==> src/design/um_pkg.sv <==
package um_pkg;

   localparam int TICK_W     = 32;
   localparam int WIN_W      = 16;
   localparam int PCT_W      = 7;
   localparam int MARGIN_W   = 7;
   localparam int STATUS_W   = 3;
   localparam int CSR_IDX_W  = 2;
   localparam int CSR_DATA_W = 16;
   // act * 100 needs seven more bits than act
   localparam int DIVIDEND_W = TICK_W + PCT_W;
   localparam int LIMIT_W    = WIN_W + PCT_W;

   localparam logic [PCT_W-1:0]   PCT_FULL  = 7'd100;
   localparam logic [PCT_W-1:0]   PCT_SAT   = 7'd101;

   localparam logic [WIN_W-1:0]    MIN_WINDOW_RST  = 16'd30;
   localparam logic [WIN_W-1:0]    MAX_WINDOW_RST  = 16'd60;
   localparam logic [MARGIN_W-1:0] PEAK_MARGIN_RST = 7'd3;

   localparam logic REQ_SAMPLE = 1'b0;
   localparam logic REQ_CLEAR  = 1'b1;

   localparam logic [CSR_IDX_W-1:0] CSR_MIN_WINDOW  = 2'd0;
   localparam logic [CSR_IDX_W-1:0] CSR_MAX_WINDOW  = 2'd1;
   localparam logic [CSR_IDX_W-1:0] CSR_PEAK_MARGIN = 2'd2;

   localparam logic [STATUS_W-1:0] STATUS_PRIMED    = 3'd0;
   localparam logic [STATUS_W-1:0] STATUS_TOO_SHORT = 3'd1;
   localparam logic [STATUS_W-1:0] STATUS_RESTART   = 3'd2;
   localparam logic [STATUS_W-1:0] STATUS_MEASURED  = 3'd3;
   localparam logic [STATUS_W-1:0] STATUS_CLEARED   = 3'd4;

   typedef struct packed {
      logic start;
      logic done;
   } div_ctl_type;

endpackage

==> src/design/um_div.sv <==
module um_div
   import um_pkg::*;
(
   input  logic                  clock,
   input  logic                  reset,
   input  logic                  start,
   input  logic [DIVIDEND_W-1:0] dividend,
   input  logic [WIN_W-1:0]      divisor,
   output logic                  done,
   output logic [PCT_W-1:0]      quotient
);

   // restoring divider, one quotient bit per cycle; needs dividend < divisor * 128
   localparam int DSH_W = WIN_W + PCT_W - 1;
   localparam int CNT_W = $clog2(PCT_W);

   logic [DIVIDEND_W-1:0] rem_ff;
   logic [DSH_W-1:0]      dsh_ff;
   logic [PCT_W-1:0]      quo_ff;
   logic [CNT_W-1:0]      cnt_ff;
   logic                  busy_ff;
   logic                  done_ff;
   logic [DIVIDEND_W-1:0] dsh_ext;
   logic                  fits;

   assign dsh_ext  = DIVIDEND_W'(dsh_ff);
   assign fits     = rem_ff >= dsh_ext;
   assign done     = done_ff;
   assign quotient = quo_ff;

   always_ff @(posedge clock) begin
      if (reset) begin
         busy_ff <= 1'b0;
         done_ff <= 1'b0;
         cnt_ff  <= '0;
         rem_ff  <= '0;
         dsh_ff  <= '0;
         quo_ff  <= '0;
      end else begin
         if (start) begin
            rem_ff  <= dividend;
            dsh_ff  <= {divisor, (PCT_W-1)'(0)};
            quo_ff  <= '0;
            cnt_ff  <= CNT_W'(PCT_W-1);
            busy_ff <= 1'b1;
            done_ff <= 1'b0;
         end else if (busy_ff) begin
            if (fits) begin
               rem_ff <= rem_ff - dsh_ext;
            end
            quo_ff  <= {quo_ff[PCT_W-2:0], fits};
            dsh_ff  <= dsh_ff >> 1;
            cnt_ff  <= cnt_ff - 1'b1;
            done_ff <= (cnt_ff == '0);
            if (cnt_ff == '0) begin
               busy_ff <= 1'b0;
            end
         end else begin
            done_ff <= 1'b0;
         end
      end
   end

endmodule

==> src/design/utilization_meter_unit.sv <==
// Sequence: a clear or a priming sample is decided in S_DIFF, a too-short or restarting
// sample in S_CLASS; a measured sample runs S_SCALE and S_SAT, then the shared restoring
// divider for the percentage (skipped when it saturates), S_HIST, S_AVG, the divider again
// for the average, and S_PEAK. Flow: one request at a time; the next is taken the cycle
// after the response is loaded in S_DONE, later while a held response blocks it.
// Reset: synchronous, active high; statistics zero, registers to 30, 60 and 3.
module utilization_meter_unit
   import um_pkg::*;
#(
   parameter int HISTORY_DEPTH = 10
)
(
   input  logic                  clock,
   input  logic                  reset,
   input  logic                  req_valid,
   output logic                  req_ready,
   input  logic                  req_type,
   input  logic [TICK_W-1:0]     req_now_tick,
   input  logic [TICK_W-1:0]     req_total_active,
   input  logic [TICK_W-1:0]     req_self_active,
   output logic                  rsp_valid,
   input  logic                  rsp_ready,
   output logic [STATUS_W-1:0]   rsp_status,
   output logic [PCT_W-1:0]      rsp_instant_percent,
   output logic [PCT_W-1:0]      rsp_smoothed_percent,
   output logic [PCT_W-1:0]      rsp_peak_percent,
   output logic [TICK_W-1:0]     rsp_active_delta,
   output logic [WIN_W-1:0]      rsp_window_delta,
   output logic                  rsp_primed,
   input  logic                  csr_valid,
   output logic                  csr_ready,
   input  logic [CSR_IDX_W-1:0]  csr_index,
   input  logic [CSR_DATA_W-1:0] csr_data
);

   localparam int PTR_W  = (HISTORY_DEPTH > 1) ? $clog2(HISTORY_DEPTH) : 1;
   localparam int FILL_W = $clog2(HISTORY_DEPTH + 1);
   localparam int SUM_W  = $clog2(HISTORY_DEPTH * 100 + 1);

   typedef enum logic [3:0] {
      S_IDLE, S_DIFF, S_CLASS, S_SCALE, S_SAT, S_DIV_PCT,
      S_HIST, S_AVG, S_DIV_AVG, S_PEAK, S_DONE
   } state_type;

   state_type state_ff;

   logic [WIN_W-1:0]    min_window_ff;
   logic [WIN_W-1:0]    max_window_ff;
   logic [MARGIN_W-1:0] peak_margin_ff;

   logic                in_type_ff;
   logic [TICK_W-1:0]   in_now_ff;
   logic [TICK_W-1:0]   in_total_ff;
   logic [TICK_W-1:0]   in_self_ff;

   logic [TICK_W-1:0]   base_tick_ff;
   logic [TICK_W-1:0]   base_total_ff;
   logic [TICK_W-1:0]   base_self_ff;
   logic                have_base_ff;
   logic [PCT_W-1:0]    instant_ff;
   logic [PCT_W-1:0]    smoothed_ff;
   logic [PCT_W-1:0]    peak_ff;
   logic [PTR_W-1:0]    ptr_ff;
   logic [FILL_W-1:0]   fill_ff;
   logic [SUM_W-1:0]    sum_ff;
   logic [TICK_W-1:0]   last_active_ff;
   logic [WIN_W-1:0]    last_window_ff;
   logic [STATUS_W-1:0] status_ff;

   logic                back_ff;
   logic                tot_dec_ff;
   logic                self_dec_ff;
   logic [TICK_W-1:0]   win_ff;
   logic [TICK_W-1:0]   dtot_ff;
   logic [TICK_W-1:0]   dself_ff;
   logic [TICK_W-1:0]   act_ff;
   logic [DIVIDEND_W-1:0] prod_ff;
   logic [LIMIT_W-1:0]  limit_ff;
   logic [PCT_W-1:0]    old_ff;

   logic                  rsp_valid_ff;
   logic [STATUS_W-1:0]   rsp_status_ff;
   logic [PCT_W-1:0]      rsp_instant_ff;
   logic [PCT_W-1:0]      rsp_smoothed_ff;
   logic [PCT_W-1:0]      rsp_peak_ff;
   logic [TICK_W-1:0]     rsp_active_ff;
   logic [WIN_W-1:0]      rsp_window_ff;
   logic                  rsp_primed_ff;

   logic [PCT_W-1:0] ring_mem [HISTORY_DEPTH];
   logic             ring_we;

   div_ctl_type           div_ctl;
   logic                  div_start_ff;
   logic                  div_done;
   logic [DIVIDEND_W-1:0] div_dividend;
   logic [WIN_W-1:0]      div_divisor;
   logic [PCT_W-1:0]      div_quotient;

   logic [TICK_W:0]   win_full;
   logic [TICK_W:0]   dtot_full;
   logic [TICK_W:0]   dself_full;
   logic              ring_full;
   logic [SUM_W-1:0]  sum_next;
   logic [PCT_W:0]    peak_limit;

   assign req_ready = (state_ff == S_IDLE);
   assign csr_ready = 1'b1;

   assign rsp_valid            = rsp_valid_ff;
   assign rsp_status           = rsp_status_ff;
   assign rsp_instant_percent  = rsp_instant_ff;
   assign rsp_smoothed_percent = rsp_smoothed_ff;
   assign rsp_peak_percent     = rsp_peak_ff;
   assign rsp_active_delta     = rsp_active_ff;
   assign rsp_window_delta     = rsp_window_ff;
   assign rsp_primed           = rsp_primed_ff;

   assign win_full   = {1'b0, in_now_ff}   - {1'b0, base_tick_ff};
   assign dtot_full  = {1'b0, in_total_ff} - {1'b0, base_total_ff};
   assign dself_full = {1'b0, in_self_ff}  - {1'b0, base_self_ff};

   assign ring_full  = (fill_ff == FILL_W'(HISTORY_DEPTH));
   assign sum_next   = sum_ff + SUM_W'(instant_ff) - (ring_full ? SUM_W'(old_ff) : '0);
   assign peak_limit = {1'b0, smoothed_ff} + {1'b0, peak_margin_ff};
   assign ring_we    = (state_ff == S_HIST);

   assign div_ctl = '{start: div_start_ff, done: div_done};

   always_comb begin
      if (state_ff == S_DIV_AVG) begin
         div_dividend = DIVIDEND_W'(sum_ff);
         div_divisor  = WIN_W'(fill_ff);
      end else begin
         div_dividend = prod_ff;
         div_divisor  = win_ff[WIN_W-1:0];
      end
   end

   um_div u_div (
      .clock    (clock),
      .reset    (reset),
      .start    (div_ctl.start),
      .dividend (div_dividend),
      .divisor  (div_divisor),
      .done     (div_done),
      .quotient (div_quotient)
   );

   always_ff @(posedge clock) begin
      if (ring_we) begin
         ring_mem[ptr_ff] <= instant_ff;
      end
      if (state_ff == S_CLASS) begin
         old_ff <= ring_mem[ptr_ff];
      end
   end

   always_ff @(posedge clock) begin
      if (reset) begin
         min_window_ff <= MIN_WINDOW_RST;
         max_window_ff <= MAX_WINDOW_RST;
         peak_margin_ff <= PEAK_MARGIN_RST;
      end else if (csr_valid) begin
         unique case (csr_index)
            CSR_MIN_WINDOW:  min_window_ff  <= csr_data;
            CSR_MAX_WINDOW:  max_window_ff  <= csr_data;
            CSR_PEAK_MARGIN: peak_margin_ff <= csr_data[MARGIN_W-1:0];
            default: ;
         endcase
      end
   end

   always_ff @(posedge clock) begin
      if (reset) begin
         state_ff        <= S_IDLE;
         in_type_ff      <= REQ_SAMPLE;
         in_now_ff       <= '0;
         in_total_ff     <= '0;
         in_self_ff      <= '0;
         base_tick_ff    <= '0;
         base_total_ff   <= '0;
         base_self_ff    <= '0;
         have_base_ff    <= 1'b0;
         instant_ff      <= '0;
         smoothed_ff     <= '0;
         peak_ff         <= '0;
         ptr_ff          <= '0;
         fill_ff         <= '0;
         sum_ff          <= '0;
         last_active_ff  <= '0;
         last_window_ff  <= '0;
         status_ff       <= STATUS_PRIMED;
         back_ff         <= 1'b0;
         tot_dec_ff      <= 1'b0;
         self_dec_ff     <= 1'b0;
         win_ff          <= '0;
         dtot_ff         <= '0;
         dself_ff        <= '0;
         act_ff          <= '0;
         prod_ff         <= '0;
         limit_ff        <= '0;
         div_start_ff    <= 1'b0;
         rsp_valid_ff    <= 1'b0;
         rsp_status_ff   <= STATUS_PRIMED;
         rsp_instant_ff  <= '0;
         rsp_smoothed_ff <= '0;
         rsp_peak_ff     <= '0;
         rsp_active_ff   <= '0;
         rsp_window_ff   <= '0;
         rsp_primed_ff   <= 1'b0;
      end else begin
         if (rsp_valid_ff && rsp_ready && state_ff != S_DONE) begin
            rsp_valid_ff <= 1'b0;
         end

         unique case (state_ff)
            S_IDLE: begin
               if (req_valid) begin
                  in_type_ff  <= req_type;
                  in_now_ff   <= req_now_tick;
                  in_total_ff <= req_total_active;
                  in_self_ff  <= req_self_active;
                  state_ff    <= S_DIFF;
               end
            end

            S_DIFF: begin
               if (in_type_ff == REQ_CLEAR) begin
                  base_tick_ff   <= '0;
                  base_total_ff  <= '0;
                  base_self_ff   <= '0;
                  have_base_ff   <= 1'b0;
                  instant_ff     <= '0;
                  smoothed_ff    <= '0;
                  peak_ff        <= '0;
                  ptr_ff         <= '0;
                  fill_ff        <= '0;
                  sum_ff         <= '0;
                  last_active_ff <= '0;
                  last_window_ff <= '0;
                  status_ff      <= STATUS_CLEARED;
                  state_ff       <= S_DONE;
               end else if (!have_base_ff) begin
                  base_tick_ff  <= in_now_ff;
                  base_total_ff <= in_total_ff;
                  base_self_ff  <= in_self_ff;
                  have_base_ff  <= 1'b1;
                  status_ff     <= STATUS_PRIMED;
                  state_ff      <= S_DONE;
               end else begin
                  back_ff     <= win_full[TICK_W];
                  win_ff      <= win_full[TICK_W-1:0];
                  tot_dec_ff  <= dtot_full[TICK_W];
                  dtot_ff     <= dtot_full[TICK_W-1:0];
                  self_dec_ff <= dself_full[TICK_W];
                  dself_ff    <= dself_full[TICK_W-1:0];
                  state_ff    <= S_CLASS;
               end
            end

            S_CLASS: begin
               if (back_ff) begin
                  base_tick_ff  <= in_now_ff;
                  base_total_ff <= in_total_ff;
                  base_self_ff  <= in_self_ff;
                  status_ff     <= STATUS_RESTART;
                  state_ff      <= S_DONE;
               end else if (win_ff == '0 || win_ff < TICK_W'(min_window_ff)) begin
                  status_ff <= STATUS_TOO_SHORT;
                  state_ff  <= S_DONE;
               end else if (win_ff > TICK_W'(max_window_ff) || tot_dec_ff || self_dec_ff
                            || dtot_ff < dself_ff) begin
                  base_tick_ff  <= in_now_ff;
                  base_total_ff <= in_total_ff;
                  base_self_ff  <= in_self_ff;
                  status_ff     <= STATUS_RESTART;
                  state_ff      <= S_DONE;
               end else begin
                  act_ff   <= dtot_ff - dself_ff;
                  state_ff <= S_SCALE;
               end
            end

            S_SCALE: begin
               // act * 100 = act * 64 + act * 32 + act * 4
               prod_ff  <= DIVIDEND_W'({act_ff, 6'b0}) + DIVIDEND_W'({act_ff, 5'b0})
                           + DIVIDEND_W'({act_ff, 2'b0});
               limit_ff <= LIMIT_W'(win_ff[WIN_W-1:0]) * LIMIT_W'(PCT_SAT);
               state_ff <= S_SAT;
            end

            S_SAT: begin
               if (prod_ff >= DIVIDEND_W'(limit_ff)) begin
                  instant_ff <= PCT_FULL;
                  state_ff   <= S_HIST;
               end else begin
                  div_start_ff <= 1'b1;
                  state_ff     <= S_DIV_PCT;
               end
            end

            S_DIV_PCT: begin
               div_start_ff <= 1'b0;
               if (div_ctl.done) begin
                  instant_ff <= div_quotient;
                  state_ff   <= S_HIST;
               end
            end

            S_HIST: begin
               sum_ff <= sum_next;
               if (!ring_full) begin
                  fill_ff <= fill_ff + 1'b1;
               end
               if (ptr_ff == PTR_W'(HISTORY_DEPTH - 1)) begin
                  ptr_ff <= '0;
               end else begin
                  ptr_ff <= ptr_ff + 1'b1;
               end
               last_active_ff <= act_ff;
               last_window_ff <= win_ff[WIN_W-1:0];
               base_tick_ff   <= in_now_ff;
               base_total_ff  <= in_total_ff;
               base_self_ff   <= in_self_ff;
               state_ff       <= S_AVG;
            end

            S_AVG: begin
               div_start_ff <= 1'b1;
               state_ff     <= S_DIV_AVG;
            end

            S_DIV_AVG: begin
               div_start_ff <= 1'b0;
               if (div_ctl.done) begin
                  smoothed_ff <= div_quotient;
                  state_ff    <= S_PEAK;
               end
            end

            S_PEAK: begin
               if (instant_ff > peak_ff) begin
                  peak_ff <= instant_ff;
               end else if ({1'b0, peak_ff} > peak_limit) begin
                  peak_ff <= peak_ff - 1'b1;
               end
               status_ff <= STATUS_MEASURED;
               state_ff  <= S_DONE;
            end

            S_DONE: begin
               if (!rsp_valid_ff || rsp_ready) begin
                  rsp_valid_ff    <= 1'b1;
                  rsp_status_ff   <= status_ff;
                  rsp_instant_ff  <= instant_ff;
                  rsp_smoothed_ff <= smoothed_ff;
                  rsp_peak_ff     <= peak_ff;
                  rsp_active_ff   <= last_active_ff;
                  rsp_window_ff   <= last_window_ff;
                  rsp_primed_ff   <= have_base_ff;
                  state_ff        <= S_IDLE;
               end
            end

            default: state_ff <= S_IDLE;
         endcase
      end
   end

endmodule

==> config.mk <==
export PLATFORM = sky130hd
export DESIGN_NAME = utilization_meter_unit
export DESIGN_NICKNAME = d
export VERILOG_FILES = /design/src/design/um_pkg.sv /design/src/design/um_div.sv /design/src/design/utilization_meter_unit.sv
export SDC_FILE = /design/constraint.sdc
export NUM_CORES = 2
export LEC_CHECK = 0
export BUFFER_PORTS_ARGS = -buffer_cell sky130_fd_sc_hd__buf_2
export CORE_UTILIZATION = 60
export DETAILED_ROUTE_END_ITERATION = 8
export GPL_TIMING_DRIVEN = 0
export HOLD_SLACK_MARGIN = 0.02
export PLACE_DENSITY_LB_ADDON = 0.2
export REMOVE_ABC_BUFFERS = 1
export SLEW_MARGIN = 20
export SYNTH_ARGS = -nofsm -noshare
export SYNTH_HDL_FRONTEND = slang
export SYNTH_SLANG_ARGS = --single-unit
==> constraint.sdc <==
create_clock -name clock -period 7 [get_ports clock]
set_clock_uncertainty 0.15 [all_clocks]
set_input_delay 0.35 -clock clock [delete_from_list [all_inputs] [get_ports clock]]
set_output_delay 0.35 -clock clock [all_outputs]
set_load 0.01 [all_outputs]
==> results_dict.tcl <==
set metrics [dict create \
    cpPeakStageDelay_ns 0.71 \
    total_leakage_power_nw 19.79 \
    use_met2_pct 49.40 \
    cts_buffers 81 \
    port_buffers 194 \
    fin_util_pct 69.65 \
    synth_warnings 0 \
    path_buf_inv 5 \
    final_common_cell "nand2_1" \
    ir_drop_mv 0.2338 \
    gp_congestion 0.9156 \
    synth_edf_count 77 \
    grt_use_met1_pct 39.52 \
    antenna_found_initial 0 \
    grt_pass1_vias 34170 \
    synthDistinctLibCells 84 \
    clockRootBuffer "clkbuf_16" \
    cts-resized-gates 0 \
    cts_buffer_depth 3 \
    drt-total-wl_um 104900 \
    num_rows 96 \
    outcome "complete, no violations" \
    use_met3_pct 3.444 \
    grt_start_max_net_pins 127 \
    fin_setup_tns_ns 0 \
    hold_viol 0 \
    hp-class "in -> reg" \
    fin_cells 6204 \
    tritoncts "yes" \
    crit_family "adder cells" \
    cp-start-kind "flop" \
    dpl.cell_count 5935 \
    drt-initial-drc-count 2422 \
    async_flop_share_pct 0 \
    die_area_um2 70570 \
    nets 5736 \
    clock-sinks 743 \
    cp_cell_sequence "inv_1, ha_1, inv_1, fa_1, inv_1, ha_1, inv_1, fa_1, inv_1, ha_1, o21a_1, o21a_1, a2111oi_2, o31ai_1, a41o_1, or4_1, nor3b_1, a211oi_1, xnor2_1, a21oi_1" \
    syn_area_um2 41710 \
    netlist.top_cell.by_area "dfxtp_1" \
    avgSynthCellArea_um2 8.342 \
    max_freq_ghz 0.1805 \
    ant_nets 0 \
    drive_gt1_share_pct 8.687 \
    cp_common_cell "inv_1" \
    cts.reportedPaths.clkPinSlew_ns 0.06 \
    worst_pin_slew_ns 1.172 \
    synthTopCellsByArea "dfxtp_1 (32%), ha_1 (10%), nand2_1 (7.5%), a21oi_1 (7.3%), edfxtp_1 (5.5%)" \
    drc 0 \
    ios 196 \
    synth_ff_type "dfxtp_1" \
    first_pass_iters 5 \
    via_count 35820 \
    ys_seq_elements 743 \
    crit_type "reg -> reg" \
    cp-end-kind "flop" \
    synth_top_cell_area_share_pct 31.97 \
    cp_max_fo 10 \
    die_x_um 265.7 \
    start_util_pct 60.70 \
    period_share_pct 79.16 \
    rsz0062_at_grt "no" \
    syn_inst 5000 \
    final_cell_mix "nand2_1 (831), dfxtp_1 (663), a21oi_1 (607), inv_1 (406), ha_1 (348)" \
    fillers 5572 \
    setup_viol 0 \
    finalCriticalPeriod_ns 5.541 \
    insertion_delay_ns 0.64 \
    wl_per_cell_um 16.90 \
    crit_slowest_cell "dfxtp_1" \
    viasPerCell 5.774 \
    seq_area_frac_synth_pct 37.51 \
    worstPathRequired_ns 7.38 \
    top_usage_layer "met2" \
    power.density_nw_per_um2 309.7 \
    worstPathArrival_ns 5.92 \
    overflow 0 \
    hold_ws_ns 0.1553 \
    grt.total_usage_pct 29.41 \
    dp_hpwl_um 72810 \
    area_delta_synth_final_pct 14.74 \
    grt_pass1_wl_um 171400 \
    htreeDepth 3 \
    dieHeight_um 265.7 \
    slew_violations 0 \
    slew_headroom_pct 21.59 \
    design.core.area_um2 68710 \
    drv_cap 0 \
]
per-stage QoR:
stage	power (W)	worst slack, ns	instance area, um2
4_1_cts	0.01481	1.484	47830
2_1_floorplan	0.008718	-1.619	40710
3_3_place_gp	0.009897	-8.511	42850
5_1_grt	0.01569	1.165	47850
6_report	0.01482	1.459	47850
3_5_place_dp	0.01004	1.505	43670
worst reg2reg max path, delay by kind of cell, from the launching register on:
kind | cells | cell delay [ns]
adders and majority gates | 5 | 1.90
AOI/OAI and AO/OA | 7 | 1.62
DFF | 1 | 0.71
and+or+nand+nor | 2 | 0.59
buffers and inverters | 5 | 0.29
xor gates and xnor gates | 1 | 0.16
layout make-up:
type                    count  area [um2]  area share, %
multi-input cells        3607       23670          49.46
well taps                 931        1165          2.434
flip-flops and latches    743       15650          32.71
clock inverters            38       554.3          1.158
diodes                      1       2.502       0.005229
clock buffers             112        2430          5.078
repair buffers            365        2851          5.959
inverters                 407        1533          3.203
Yosys cell counts (13+ instances only):
cell type / n
o21bai_1: 26
o31ai_1: 14
a22oi_1: 17
or4_1: 13
a211o_1: 17
nor3b_1: 14
a31oi_1: 42
edfxtp_1: 77
nand2b_1: 40
and2_1: 29
and3_1: 32
mux4_2: 14
fa_1: 63
mux2i_1: 49
nand4_1: 40
inv_1: 406
a21oi_1: 607
dfxtp_1: 666
nor2_1: 283
xnor2_1: 94
buf_2: 13
clkbuf_1: 203
nor4_1: 26
o21ai_0: 157
nor3_1: 62
ha_1: 348
a211oi_1: 50
a311oi_1: 13
o21a_1: 53
a21o_1: 107
or3_1: 20
nand3_1: 155
nor2b_1: 32
buf_1: 15
o211ai_1: 34
a22o_1: 101
xor2_1: 67
nand2_1: 835
state kept, by name, summed over array words and instances (netlist names), 10 cells and up:
register and count:
prod_ff 37, rsp_active_delta 32, u_div.rem_ff 39, act_ff 32, limit_ff 23, ring_mem 70
base_total_ff 32, in_now_ff 32, base_self_ff 32, win_ff 32, in_self_ff 32, dself_ff 32
in_total_ff 32, max_window_ff 16, last_window_ff 16, base_tick_ff 32, last_active_ff 32, min_window_ff 16
dtot_ff 32, rsp_window_delta 16, u_div.dsh_ff 22, sum_ff 10
final timing paths:
check	to	start	slack, ns	depth (start not counted)
worst max-delay path	limit_ff[22]$_SDFFE_PP0P_	win_ff[3]$_SDFFE_PP0P_	1.46	20
worst min-delay path	min_window_ff[5]$_SDFFE_PP0P_	csr_valid	0.16	5
worst max register to register	limit_ff[22]$_SDFFE_PP0P_	win_ff[3]$_SDFFE_PP0P_	1.46	20
worst min register to register	rsp_active_delta[2]$_SDFFE_PP0P_	last_active_ff[2]$_SDFFE_PP0P_	0.30	2
cell families (layout without fill, tap and decap cells):
family,Yosys count,count (layout),share of synthesized area (%)
simple gates,1625,1625,17.35
compound gates,1344,1344,20.25
flops,743,743,37.51
buf+inv,650,922,6.051
fa+ha+maj,411,411,13.46
xor+xnor,161,161,3.381
mux,65,65,1.986
other cells,1,2,0.008991
repair_timing:
action	CTS	global route
setup endpoints to repair	0	0
endpoints found under the hold margin	169	0
buffers inserted	0	0
hold buffers	118	0
report_power, final:
part | switching, W | leakage [nW] | internal, W
Combinational | 0.00310 | 12.3 | 0.00219
Sequential | 0.000260 | 6.05 | 0.00456
Clock | 0.00182 | 1.46 | 0.00289
Total | 0.00518 | 19.8 | 0.00964
routing by layer:
metal	share of wire, %	routed length (um)
met1	45	47540
met2	47	49520
met3	4.9	5180
met5	0	0
met4	2.5	2641
(Power assumes the default switching activity.)
